File: src/bsle_pkg.sv
// Shared types and constants for the bounded sequential list engine.
// No dependencies; imported by the interfaces and every module of the block.
`default_nettype none

package bsle_pkg;

  localparam int KEY_W  = 32;
  localparam int OP_W   = 3;
  localparam int POS_W  = 7;
  localparam int STAT_W = 3;

  typedef enum logic [OP_W-1:0] {
    OP_INS_FRONT  = 3'd0,
    OP_INS_POS    = 3'd1,
    OP_INS_SORTED = 3'd2,
    OP_FIND_LIN   = 3'd3,
    OP_FIND_BIN   = 3'd4,
    OP_DELETE     = 3'd5
  } op_t;

  typedef enum logic [STAT_W-1:0] {
    STATUS_OK       = 3'd0,
    STATUS_FULL     = 3'd1,
    STATUS_BADPOS   = 3'd2,
    STATUS_NOTFOUND = 3'd3,
    STATUS_DUP      = 3'd4,
    STATUS_EMPTY    = 3'd5
  } status_t;

  typedef enum logic [1:0] {
    S_IDLE,
    S_RUN,
    S_DONE
  } state_t;

endpackage

`default_nettype wire

File: src/bsle_if.sv
// Request and response channel interfaces of the list engine.
// Depends on bsle_pkg for the field widths.
`default_nettype none

interface bsle_req_if;
  import bsle_pkg::*;
  logic              valid;
  logic              ready;
  logic [OP_W-1:0]   operation;
  logic [KEY_W-1:0]  key;
  logic [POS_W-1:0]  position;

  modport source (output valid, output operation, output key, output position,
                  input ready);
  modport sink   (input valid, input operation, input key, input position,
                  output ready);
endinterface

interface bsle_rsp_if;
  import bsle_pkg::*;
  logic              valid;
  logic              ready;
  logic [STAT_W-1:0] status;
  logic [POS_W-1:0]  found_position;
  logic [POS_W-1:0]  entry_count;

  modport source (output valid, output status, output found_position,
                  output entry_count, input ready);
  modport sink   (input valid, input status, input found_position,
                  input entry_count, output ready);
endinterface

`default_nettype wire

File: src/bsle_cell.sv
// One storage cell of the list ring: a key register loaded from its neighbor.
// Depends on bsle_pkg for the key width.
`default_nettype none

module bsle_cell (
  input  logic                      clk,
  input  logic                      shift,
  input  logic [bsle_pkg::KEY_W-1:0] d,
  output logic [bsle_pkg::KEY_W-1:0] q
);
  import bsle_pkg::*;

  logic [KEY_W-1:0] key_q;

  always_ff @(posedge clk) begin
    if (shift) begin
      key_q <= d;
    end
  end

  assign q = key_q;

endmodule

`default_nettype wire

File: src/bounded_sequential_list_engine_core.sv
// List engine top level: a ring of CAPACITY cells rotated past the controller taps at cells 0 and 1.
// Rejected requests skip the ring; other requests take one ring pass; binary find takes
// further passes until the key is found or the range is empty, at least one probe per pass.
// Throughput: one request at a time, set by the ring rotation; a result may wait in
// the output register while the next request runs. Reset clears the count and control; cell
// contents are undefined until written and need no clearing pass.
`default_nettype none

module bounded_sequential_list_engine_core #(
  parameter int CAPACITY = 64
) (
  input  logic           clk,
  input  logic           rst,
  bsle_req_if.sink       req,
  bsle_rsp_if.source     rsp
);
  import bsle_pkg::*;

  localparam int CNT_W = $clog2(CAPACITY + 1);
  localparam int IDX_W = $clog2(CAPACITY);
  localparam int EW    = ((CNT_W > POS_W) ? CNT_W : POS_W) + 1;
  localparam logic [IDX_W-1:0] LAST     = IDX_W'(CAPACITY - 1);
  localparam logic [CNT_W-1:0] FULL_CNT = CNT_W'(CAPACITY);

  state_t            state, state_next;
  op_t               op;
  op_t               req_op;
  logic [KEY_W-1:0]  key_r;
  logic [POS_W-1:0]  pos_r;
  logic [CNT_W-1:0]  count;
  logic [IDX_W-1:0]  t, t_next;
  logic [KEY_W-1:0]  carry;
  logic              ins_active, del_active, resolved;
  logic [CNT_W-1:0]  lo, hi, mid;
  status_t           res_status;
  logic [CNT_W-1:0]  res_found;
  logic              out_valid;
  logic [STAT_W-1:0] out_status;
  logic [POS_W-1:0]  out_found, out_count;

  logic              accept, shift, run_end, out_load;
  logic              pre_done;
  status_t           pre_status, start_status;
  logic [CNT_W-1:0]  start_found, hit_pos;
  logic [EW-1:0]     cnt_e, rpos_e, t_e, pos_m1;
  logic              in_list, key_eq, key_gt;
  logic              ins_trig, del_trig, dup_hit, lin_hit, bin_probe;
  logic [KEY_W-1:0]  tap0, tap1, wb;
  logic [KEY_W-1:0]  cell_q [CAPACITY];

  // Ring of cells: each takes its upper neighbor, the tail takes the write-back value.
  for (genvar i = 0; i < CAPACITY; i++) begin : g_cell
    logic [KEY_W-1:0] d;
    if (i == CAPACITY - 1) begin : g_tail
      assign d = wb;
    end else begin : g_body
      assign d = cell_q[i+1];
    end
    bsle_cell u_cell (
      .clk   (clk),
      .shift (shift),
      .d     (d),
      .q     (cell_q[i])
    );
  end

  assign tap0   = cell_q[0];
  assign tap1   = cell_q[1];
  assign req_op = op_t'(req.operation);
  assign accept = req.valid && req.ready;

  // Check the request against the current fill before any pass.
  always_comb begin
    cnt_e        = EW'(count);
    rpos_e       = EW'(req.position);
    pre_done     = 1'b0;
    pre_status   = STATUS_OK;
    start_status = STATUS_OK;
    start_found  = '0;
    case (req_op)
      OP_INS_FRONT: begin
        start_found = CNT_W'(1);
        if (count == FULL_CNT) begin
          pre_done   = 1'b1;
          pre_status = STATUS_FULL;
        end
      end
      OP_INS_POS: begin
        start_found = CNT_W'(req.position);
        if (count == FULL_CNT) begin
          pre_done   = 1'b1;
          pre_status = STATUS_FULL;
        end else if (rpos_e == '0 || rpos_e > cnt_e + EW'(1)) begin
          pre_done   = 1'b1;
          pre_status = STATUS_BADPOS;
        end
      end
      OP_INS_SORTED: begin
        if (count == FULL_CNT) begin
          pre_done   = 1'b1;
          pre_status = STATUS_FULL;
        end
      end
      OP_FIND_LIN, OP_FIND_BIN: begin
        start_status = STATUS_NOTFOUND;
      end
      OP_DELETE: begin
        start_found = CNT_W'(req.position);
        if (count == '0) begin
          pre_done   = 1'b1;
          pre_status = STATUS_EMPTY;
        end else if (rpos_e == '0 || rpos_e > cnt_e) begin
          pre_done   = 1'b1;
          pre_status = STATUS_BADPOS;
        end
      end
      default: begin
        pre_done   = 1'b1;
        pre_status = STATUS_OK;
      end
    endcase
  end

  // Per-cycle decisions at the ring tap.
  always_comb begin
    t_e       = EW'(t);
    pos_m1    = EW'(pos_r) - EW'(1);
    in_list   = t_e < cnt_e;
    key_eq    = tap0 == key_r;
    key_gt    = $signed(key_r) > $signed(tap0);
    hit_pos   = CNT_W'(t) + CNT_W'(1);
    mid       = lo + ((hi - lo) >> 1);
    ins_trig  = 1'b0;
    dup_hit   = 1'b0;
    lin_hit   = 1'b0;
    bin_probe = 1'b0;
    del_trig  = 1'b0;
    case (op)
      OP_INS_FRONT:  ins_trig = !ins_active && t == '0;
      OP_INS_POS:    ins_trig = !ins_active && t_e == pos_m1;
      OP_INS_SORTED: begin
        dup_hit  = !resolved && in_list && key_eq;
        ins_trig = !resolved && !dup_hit && ((t_e == cnt_e) || (in_list && !key_gt));
      end
      OP_FIND_LIN:   lin_hit = !resolved && in_list && key_eq;
      OP_FIND_BIN:   bin_probe = !resolved && lo < hi && EW'(t) == EW'(mid);
      OP_DELETE:     del_trig = t_e == pos_m1;
      default:       ins_trig = 1'b0;
    endcase
    if (ins_active) begin
      wb = carry;
    end else if (ins_trig) begin
      wb = key_r;
    end else if (del_active || del_trig) begin
      wb = tap1;
    end else begin
      wb = tap0;
    end
    t_next  = (t == LAST) ? '0 : t + IDX_W'(1);
    run_end = t == LAST && (op != OP_FIND_BIN || resolved || !(lo < hi));
  end

  always_comb begin
    state_next = state;
    case (state)
      S_IDLE: if (accept) state_next = pre_done ? S_DONE : S_RUN;
      S_RUN:  if (run_end) state_next = S_DONE;
      S_DONE: if (!out_valid || rsp.ready) state_next = S_IDLE;
      default: state_next = S_IDLE;
    endcase
  end

  always_comb begin
    req.ready = state == S_IDLE;
    shift     = state == S_RUN;
    out_load  = state == S_DONE && (!out_valid || rsp.ready);
  end

  always_ff @(posedge clk) begin
    if (rst) begin
      state      <= S_IDLE;
      count      <= '0;
      t          <= '0;
      ins_active <= 1'b0;
      del_active <= 1'b0;
      resolved   <= 1'b0;
      out_valid  <= 1'b0;
    end else begin
      state <= state_next;
      if (accept) begin
        t          <= '0;
        ins_active <= 1'b0;
        del_active <= 1'b0;
        resolved   <= 1'b0;
      end else if (shift) begin
        t          <= t_next;
        ins_active <= ins_active | ins_trig;
        del_active <= del_active | del_trig;
        if (dup_hit || lin_hit || (bin_probe && key_eq) ||
            (ins_trig && op == OP_INS_SORTED)) begin
          resolved <= 1'b1;
        end
        if (run_end) begin
          if (ins_active || ins_trig) begin
            count <= count + CNT_W'(1);
          end else if (op == OP_DELETE) begin
            count <= count - CNT_W'(1);
          end
        end
      end
      if (out_load) begin
        out_valid <= 1'b1;
      end else if (rsp.ready) begin
        out_valid <= 1'b0;
      end
    end
  end

  always_ff @(posedge clk) begin
    if (accept) begin
      op         <= req_op;
      key_r      <= req.key;
      pos_r      <= req.position;
      lo         <= '0;
      hi         <= count;
      res_status <= pre_done ? pre_status : start_status;
      res_found  <= pre_done ? '0 : start_found;
    end else if (shift) begin
      if (ins_active || ins_trig) begin
        carry <= tap0;
      end
      if (dup_hit) begin
        res_status <= STATUS_DUP;
        res_found  <= hit_pos;
      end else if (ins_trig && op == OP_INS_SORTED) begin
        res_found <= hit_pos;
      end
      if (lin_hit || (bin_probe && key_eq)) begin
        res_status <= STATUS_OK;
        res_found  <= hit_pos;
      end
      if (bin_probe && !key_eq) begin
        if (key_gt) begin
          lo <= mid + CNT_W'(1);
        end else begin
          hi <= mid;
        end
      end
    end
    if (out_load) begin
      out_status <= res_status;
      out_found  <= POS_W'(res_found);
      out_count  <= POS_W'(count);
    end
  end

  assign rsp.valid          = out_valid;
  assign rsp.status         = out_status;
  assign rsp.found_position = out_found;
  assign rsp.entry_count    = out_count;

  a_count_bound: assert property (@(posedge clk) disable iff (rst)
    count <= FULL_CNT)
    else $error("fill count above capacity");

  a_ring_step: assert property (@(posedge clk) disable iff (rst)
    (state == S_RUN && t != LAST) |=> (t == $past(t) + IDX_W'(1)))
    else $error("ring phase skipped a cell");

  a_shift_excl: assert property (@(posedge clk) disable iff (rst)
    !(ins_active && del_active))
    else $error("insert and delete shift active together");

  a_bin_range: assert property (@(posedge clk) disable iff (rst)
    (state == S_RUN && op == OP_FIND_BIN && !resolved) |-> (lo <= hi && hi <= count))
    else $error("binary search range outside the list");

endmodule

`default_nettype wire
File: src/flat_wrapper.sv
// flat-port wrapper written by rule: the top's interface ports become plain ports
module bounded_sequential_list_engine_core_flat import bsle_pkg::*;
#(
  parameter int CAPACITY = 64
)
  (clk, rst, req_valid, req_operation, req_key, req_position, req_ready, rsp_valid, rsp_status, rsp_found_position, rsp_entry_count, rsp_ready);
  bsle_req_if req_i ();
  bsle_rsp_if rsp_i ();
  input  logic clk;
  input  logic rst;
  input wire logic [$bits(req_i.valid)-1:0] req_valid;
  input wire logic [$bits(req_i.operation)-1:0] req_operation;
  input wire logic [$bits(req_i.key)-1:0] req_key;
  input wire logic [$bits(req_i.position)-1:0] req_position;
  output wire logic [$bits(req_i.ready)-1:0] req_ready;
  output wire logic [$bits(rsp_i.valid)-1:0] rsp_valid;
  output wire logic [$bits(rsp_i.status)-1:0] rsp_status;
  output wire logic [$bits(rsp_i.found_position)-1:0] rsp_found_position;
  output wire logic [$bits(rsp_i.entry_count)-1:0] rsp_entry_count;
  input wire logic [$bits(rsp_i.ready)-1:0] rsp_ready;
  assign req_i.valid = req_valid;
  assign req_i.operation = req_operation;
  assign req_i.key = req_key;
  assign req_i.position = req_position;
  assign req_ready = req_i.ready;
  assign rsp_valid = rsp_i.valid;
  assign rsp_status = rsp_i.status;
  assign rsp_found_position = rsp_i.found_position;
  assign rsp_entry_count = rsp_i.entry_count;
  assign rsp_i.ready = rsp_ready;
  bounded_sequential_list_engine_core #(.CAPACITY(CAPACITY)) u_core (.clk(clk), .rst(rst), .req(req_i), .rsp(rsp_i));
endmodule
File: config.mk
export PLATFORM = sky130hd
export DESIGN_NAME = bounded_sequential_list_engine_core_flat
export DESIGN_NICKNAME = d
export VERILOG_FILES = /design/src/bsle_pkg.sv /design/src/bsle_if.sv /design/src/bsle_cell.sv /design/src/bounded_sequential_list_engine_core.sv /design/src/flat_wrapper.sv
export SDC_FILE = /design/constraint.sdc
export NUM_CORES = 1
export LEC_CHECK = 0
export BUFFER_PORTS_ARGS = -buffer_cell sky130_fd_sc_hd__buf_2
export CAP_MARGIN = 20
export CORE_UTILIZATION = 60
export CTS_CLUSTER_SIZE = 8
export DETAILED_ROUTE_END_ITERATION = 10
export GPL_TIMING_DRIVEN = 0
export PLACE_DENSITY = 0.76
export SETUP_SLACK_MARGIN = 0.3
export SLEW_MARGIN = 10
export SYNTH_ARGS = -nofsm -noshare
export SYNTH_HDL_FRONTEND = slang
export SYNTH_SLANG_ARGS = --single-unit
File: constraint.sdc
create_clock -name clk -period 69.5 [get_ports clk]
set_input_delay 6.95 -clock clk [delete_from_list [all_inputs] [get_ports clk]]
set_output_delay 6.95 -clock clk [all_outputs]
set_load 0.005 [all_outputs]
==> results.sh, run 1 <==
export IMPL_post_cts_buffers=0
export IMPL_routabilityCongestion=0.8427
export IMPL_fin_crit_sh_pct=13.25
export IMPL_clk_path_buf_depth=4
export IMPL_ys_ff_latch=2182
export IMPL_report_final_setup_viol=0
export IMPL_yosysWarnings=0
export IMPL_synth_distinct_cells=66
export IMPL_rsz0062_at_grt="false"
export IMPL_h_tree_depth=5
export IMPL_status="finished clean"
export IMPL_r2r_slack_ns=64.51
export IMPL_grt_max_degree=114
export IMPL_min_from="u_core.g_cell[50].u_cell.q[6]$_DFFE_PP_"
export IMPL_io_pins=65
export IMPL_cp_end_kind="flop"
export IMPL_dp_hpwl_um=53480
export IMPL_final_max_slew_violation_count=0
export IMPL_fin_crit_ns=9.208
export IMPL_die_area_um2=117900
export IMPL_numCtsBuffers=322
export IMPL_cts_tree="done"
export IMPL_cts_resized=0
export IMPL_p_per_area_nw_per_um2=37.71
export IMPL_grt_use_total_pct=22.16
export IMPL_synthToLayoutAreaGrowth_pct=16.08
export IMPL_path_class="in -> reg"
export IMPL_drtIter0Drc=3063
export IMPL_synth_edf_count=2156
export IMPL_dieHeight_um=343.4
export IMPL_finalPower_w=0.003061
export IMPL_tns_ns=0
export IMPL_slowest_stage="o32ai_1"
export IMPL_clock_latency_ns=0.90
export IMPL_synth_nets=3033
export IMPL_clk_pin_slew_worst_paths_ns=0.05
export IMPL_cts_root_buf="clkbuf_16"
export IMPL_synth_top_cell_area_share_pct=92.58
export IMPL_hold_depth=0
export IMPL_cpMostUsedCell="o21a_1"
export IMPL_synth_area_per_cell_um2=24.01
export IMPL_antenna_left=0
export IMPL_worst_pin_slew_ns=0.8258
export IMPL_vias_per_cell=5.800
export IMPL_antenna_found_initial=25
export IMPL_path_cells="buf_2, ha_1, nor2b_1, o21a_1, o21a_1, o21a_1, o21a_1, o31a_1, o21ai_0, nand3_1, o32ai_1"
export IMPL_synth_ff_type="edfxtp_1"
export IMPL_fin_hold_ws_ns=0.3763
export IMPL_core_um2=115000
export IMPL_first_pass_iters=7
export IMPL_crit_reg2reg_launch="u_core.hi[0]$_DFFE_PP_"
export IMPL_crit_required_ns=70.07
export IMPL_rr_worst_depth=16
export IMPL_maxCapViolCount=0
export IMPL_netlist_area_um2=69930
export IMPL_vias=28270
export IMPL_synth_most_common_cell="edfxtp_1"
export IMPL_placement_io_buffers=63
export IMPL_rows=124
export IMPL_cts_sinks=2182
export IMPL_fin_skew_ns=0.05956
export IMPL_grt_overflow=0
export IMPL_ys_seq_area_share_pct=93.32
export IMPL_arrival_ns=9.78
export IMPL_drt_total_wl_um=127700
export IMPL_cts_hold_buf=0
export IMPL_grt_pass1_wl_um=189300
export IMPL_ys_top_cells_by_count="edfxtp_1, nand2_1, o21ai_0"
export IMPL_hold_end="u_core.g_cell[49].u_cell.q[6]$_DFFE_PP_"
export IMPL_post_synth_top_area_cell="edfxtp_1"
export IMPL_hp_class="reg -> reg"
export IMPL_ir_drop_mv=0.03864
export IMPL_drive_gt1_share_pct=13.43
export IMPL_synthTopCellsByArea="edfxtp_1, ha_1, dfxtp_1, o21ai_0, nand2_1"
export IMPL_cp_num_buf_inv=1
export IMPL_drc=0
export IMPL_reg2reg_to="u_core.res_found[2]$_DFFE_PP_"
export IMPL_max_slew_margin_rel_pct=44.55
export IMPL_grt_pass1_vias=29780
export IMPL_fin_nets=3446
export IMPL_routedWlPerCell_um=26.19
export IMPL_die_x_um=343.4
export IMPL_initial_core_util_pct=60.83
export IMPL_worstSetupStartpointType="primary input"
export IMPL_crit_fanout=8
export IMPL_hold_viol=0
export IMPL_timing_critical_path_max_delay_family="compound AO/OA/AOI/OAI gates"
export IMPL_netlist_instances=2913
export IMPL_cpPeakStageDelay_ns=0.60
export IMPL_leakage_nw=26.54
export IMPL_fmax_mhz=108.6
export IMPL_async_flop_share_pct=0
## cell families after synthesis
logic type	Yosys count	synth area share, %
AO/OA/AOI/OAI	190	1.671
XOR/XNOR	39	0.5081
adder cells (fa/ha/maj)	74	1.345
buffers and inverters	108	0.5940
flip-flops	2182	93.32
multiplexers	46	0.6763
AND/OR/NAND/NOR	274	1.886
## worst max path at each step
stage,startpoint,endpoint,depth (start not counted)
global placement,u_core.state[1]$_SDFFE_PP0P_,u_core.g_cell[27].u_cell.q[11]$_DFFE_PP_,3
finish,req_position[1],u_core.res_found[5]$_DFFE_PP_,11
CTS,req_position[1],u_core.res_found[3]$_DFFE_PP_,11
global route,req_position[1],u_core.res_found[3]$_DFFE_PP_,11
floorplan,u_core.state[1]$_SDFFE_PP0P_,u_core.g_cell[0].u_cell.q[0]$_DFFE_PP_,3
detailed placement,req_position[1],u_core.res_found[3]$_DFFE_PP_,11
## report_power, final
group / switching (W) / total (W) / internal, W
Clock: 0.000531 / 0.00136 / 0.000827
Sequential: 0.0000344 / 0.00160 / 0.00157
Combinational: 0.0000782 / 0.000103 / 0.0000243
## per-stage QoR
step / util (%) / setup slack, ns / instance area (um^2) / cells
3_5_place_dp: 63.33 / 59.53 / 72810 / 4513
3_3_place_gp: 62.75 / 3.076 / 72140 / 4488
6_report: 70.61 / 60.29 / 81180 / 4874
4_1_cts: 70.60 / 60.42 / 81160 / 4870
5_1_grt: 70.61 / 60.26 / 81180 / 4874
2_1_floorplan: - / 16.31 / 69930 / 2913
## sequential cells by signal, indices dropped and copies added, names as in the netlist, 2 cells and up
| register | cells |
|---|---|
| u_core.pos_r | 7 |
| u_core.rsp.entry_count | 7 |
| u_core.g_cell.u_cell.q | 2048 |
| u_core.carry | 32 |
| u_core.hi | 7 |
| u_core.rsp.found_position | 7 |
| u_core.t | 6 |
| u_core.rsp.status | 3 |
| u_core.key_r | 32 |
| u_core.lo | 7 |
| u_core.op | 3 |
| u_core.res_found | 7 |
| u_core.count | 7 |
| u_core.state | 2 |
| u_core.res_status | 3 |
## area by class of cell
cell class              instances  area, um^2
repair buffers                 89       977.2
well taps                    1512        1892
plain buffers                  40       163.9
multi-input cells             623        4258
flip-flops and latches       2182       65260
inverters                      68       260.3
clock inverters                 9       93.84
fillers                      6298       33790
diodes                          3       7.507
clock buffers                 348        8262
## routing by layer
layer  wire, um  up-vias  GRT usage (%)
met3       9346      306          5.996
met2      61890     1219          35.05
li1           -    12220              -
met4       3475       24          8.389
met5        157        -              0
met1      52780    14500          29.91
## cells in the final DEF (no fill, tap or decap), drive strengths merged, types with 7 or more instances in the layout
| cell | instances |
|---|---|
| nor2b | 11 |
| buf | 96 |
| ha | 72 |
| nor2 | 57 |
| o21a | 11 |
| nor4 | 8 |
| xnor2 | 21 |
| and3 | 9 |
| inv | 73 |
| o21ai | 86 |
| nand3 | 24 |
| nor3 | 12 |
| xor2 | 17 |
| dfxtp | 26 |
| mux2i | 39 |
| nand4 | 10 |
| edfxtp | 2156 |
| a211oi | 10 |
| o32ai | 8 |
| nand2b | 8 |
| a21oi | 37 |
| nand2 | 106 |
| mux2 | 7 |
| clkbuf | 381 |
Power figures use the tool's default switching activity.
==> run 2: changes to the inputs <==
Clock period 69.5 ns to 9.2 ns, I/O delays scaled along.
==> results.sh, run 2 (synthesized netlist as in run 1, its figures left out) <==
export IMPL_status="finished clean"
export IMPL_antenna_left=0
export IMPL_report_final_setup_viol=0
export IMPL_slowest_stage="nor4_1"
export IMPL_largest_reg_flops=2048
export IMPL_fin_nets=3434
export IMPL_initial_core_util_pct=60.83
export IMPL_placement_io_buffers=63
export IMPL_clock_latency_ns=0.88
export IMPL_final_instance_count_excl_fill=4872
export IMPL_cts_hold_buf=0
export IMPL_hold_end="u_core.key_r[17]$_DFFE_PP_"
export IMPL_grt_pass1_vias=28860
export IMPL_p_per_area_nw_per_um2=285.4
export IMPL_grt_use_total_pct=20.95
export IMPL_dp_cells=4499
export IMPL_fin_crit_ns=5.283
export IMPL_seq_power_share_pct=52.4
export IMPL_synthToLayoutAreaGrowth_pct=15.73
export IMPL_die_x_um=343.4
export IMPL_crit_required_ns=9.70
export IMPL_cts_resized=0
export IMPL_timing_critical_path_max_delay_family="simple AND/OR/NAND/NOR gates"
export IMPL_rr_worst_depth=21
export IMPL_path_class="reg -> reg"
export IMPL_final_common_cell="edfxtp_1"
export IMPL_p_int_w=0.01830
export IMPL_drc=0
export IMPL_r2r_slack_ns=3.92
export IMPL_fin_crit_sh_pct=57.42
export IMPL_h_tree_depth=5
export IMPL_drtIter0Drc=3016
export IMPL_drt_total_wl_um=121700
export IMPL_worst_pin_slew_ns=1.203
export IMPL_grt_overflow=0
export IMPL_clk_pin_slew_worst_paths_ns=0.05
export IMPL_placed_area_um2=72450
export IMPL_finalPower_w=0.02310
export IMPL_routedWlPerCell_um=24.98
export IMPL_crit_fanout=8
export IMPL_final_max_slew_violation_count=0
export IMPL_hold_viol=0
export IMPL_cts_sinks=2182
export IMPL_tns_ns=0
export IMPL_ir_drop_mv=0.2634
export IMPL_path_cells="inv_1, ha_1, inv_1, fa_1, a21oi_1, nor2_1, nor2_1, o21bai_1, a21oi_1, xnor2_1, ha_1, buf_2, xor2_1, nor2_1, a2111oi_0, nand3_1, nor4_1, nand3_1, a211oi_1, or2_2, nand2b_1"
export IMPL_fin_skew_ns=0.06044
export IMPL_dp_hpwl_um=49410
export IMPL_cts_root_buf="clkbuf_16"
export IMPL_power_switching_w=0.004803
export IMPL_post_cts_buffers=0
export IMPL_min_from="req_key[17]"
export IMPL_first_pass_iters=5
export IMPL_leakage_nw=26.44
export IMPL_cpMostUsedCell="nor2_1"
export IMPL_arrival_ns=5.78
export IMPL_vias_per_cell=5.762
export IMPL_p_clk_share_pct=44.5
export IMPL_grt_max_degree=291
export IMPL_drive_gt1_share_pct=13.19
export IMPL_power_frac_comb_pct=3.1
export IMPL_hp_class="in -> reg"
export IMPL_crit_reg2reg_launch="u_core.hi[0]$_DFFE_PP_"
export IMPL_clk_path_buf_depth=4
export IMPL_dieHeight_um=343.4
export IMPL_final_cell_mix="edfxtp_1, clkbuf_16, nand2_1"
export IMPL_cpPeakStageDelay_ns=0.55
export IMPL_rsz0062_at_grt="false"
export IMPL_vias=28070
export IMPL_reg2reg_to="u_core.res_found[1]$_DFFE_PP_"
export IMPL_fmax_mhz=189.3
export IMPL_cp_end_kind="flop"
export IMPL_maxCapViolCount=0
export IMPL_p_sw_share_pct=20.79
export IMPL_numCtsBuffers=323
export IMPL_routabilityCongestion=0.8096
export IMPL_layout_setup_ws_ns=3.917
export IMPL_worstSetupStartpointType="flop"
export IMPL_die_area_um2=117900
export IMPL_cts_tree="done"
export IMPL_io_pins=65
export IMPL_pre_cts_ws_ns=3.986
export IMPL_antenna_found_initial=8
export IMPL_cp_num_buf_inv=3
export IMPL_max_slew_margin_rel_pct=19.80
export IMPL_grt_pass1_wl_um=181400
export IMPL_rows=124
export IMPL_hold_depth=1
export IMPL_core_um2=115000
export IMPL_finish_instance_area_um2=80940
==> run 2: changes by cell type in the layout (fill, tap and decap cells not counted), sizes merged <==
cell,change
buf,-14
clkbuf,+13
clkinv,+2
diode,-2
inv,-1
==> run 2: layout make-up <==
| type | instances | area [um^2] |
|---|---|---|
| Tap cell | 1512 | 1892 |
| Antenna cell | 1 | 2.502 |
| Fill cell | 6248 | 34030 |
| Clock inverter | 10 | 106.4 |
| Clock buffer | 360 | 8348 |
| Inverter | 68 | 281.5 |
| Timing Repair Buffer | 76 | 620.6 |
| Buffer | 40 | 163.9 |
| Sequential cell | 2182 | 65260 |
| Multi-Input combinational cell | 623 | 4260 |
==> run 2: how the worst max path moves through the flow <==
stage	from	to	cells after the start
after CTS	u_core.hi[0]$_DFFE_PP_	u_core.hi[2]$_DFFE_PP_	15
after global placement	u_core.state[1]$_SDFFE_PP0P_	u_core.carry[14]$_DFFE_PP_	4
after global routing	u_core.lo[1]$_SDFFE_PP0P_	u_core.res_found[6]$_DFFE_PP_	16
final	u_core.hi[0]$_DFFE_PP_	u_core.res_found[1]$_DFFE_PP_	21
after floorplan	u_core.state[1]$_SDFFE_PP0P_	u_core.carry[0]$_DFFE_PP_	4
after detailed placement	u_core.hi[0]$_DFFE_PP_	u_core.hi[2]$_DFFE_PP_	15
==> run 2: power by group through the flow <==
stage | Combinational (W) | Sequential [W] | Clock [W]
2_1_floorplan | 0.000477 | 0.0124 | 0
3_3_place_gp | 0.000647 | 0.0125 | 0
3_5_place_dp | 0.000713 | 0.0122 | 0
4_1_cts | 0.000724 | 0.0121 | 0.0105
5_1_grt | 0.000787 | 0.0122 | 0.0108
6_report | 0.000722 | 0.0121 | 0.0103
==> run 2: metal layers <==
metal	share of wire, %	vias up	global-route usage [%]
met5	0.020	-	0
met4	2.4	4	7.694
met1	43	14420	29.45
met3	6.3	235	4.178
met2	48	1208	33.17
li1	-	12210	-
==> run 2: metrics by stage <==
step | hold slack [ns] | utilization [%]
finish | 0.2598 | 70.40
floorplan | 0.4003 | -
CTS | 0.1981 | 70.37
global placement | 0.4019 | 62.76
global route | 0.2207 | 70.40
detailed placement | 0.4045 | 63.02
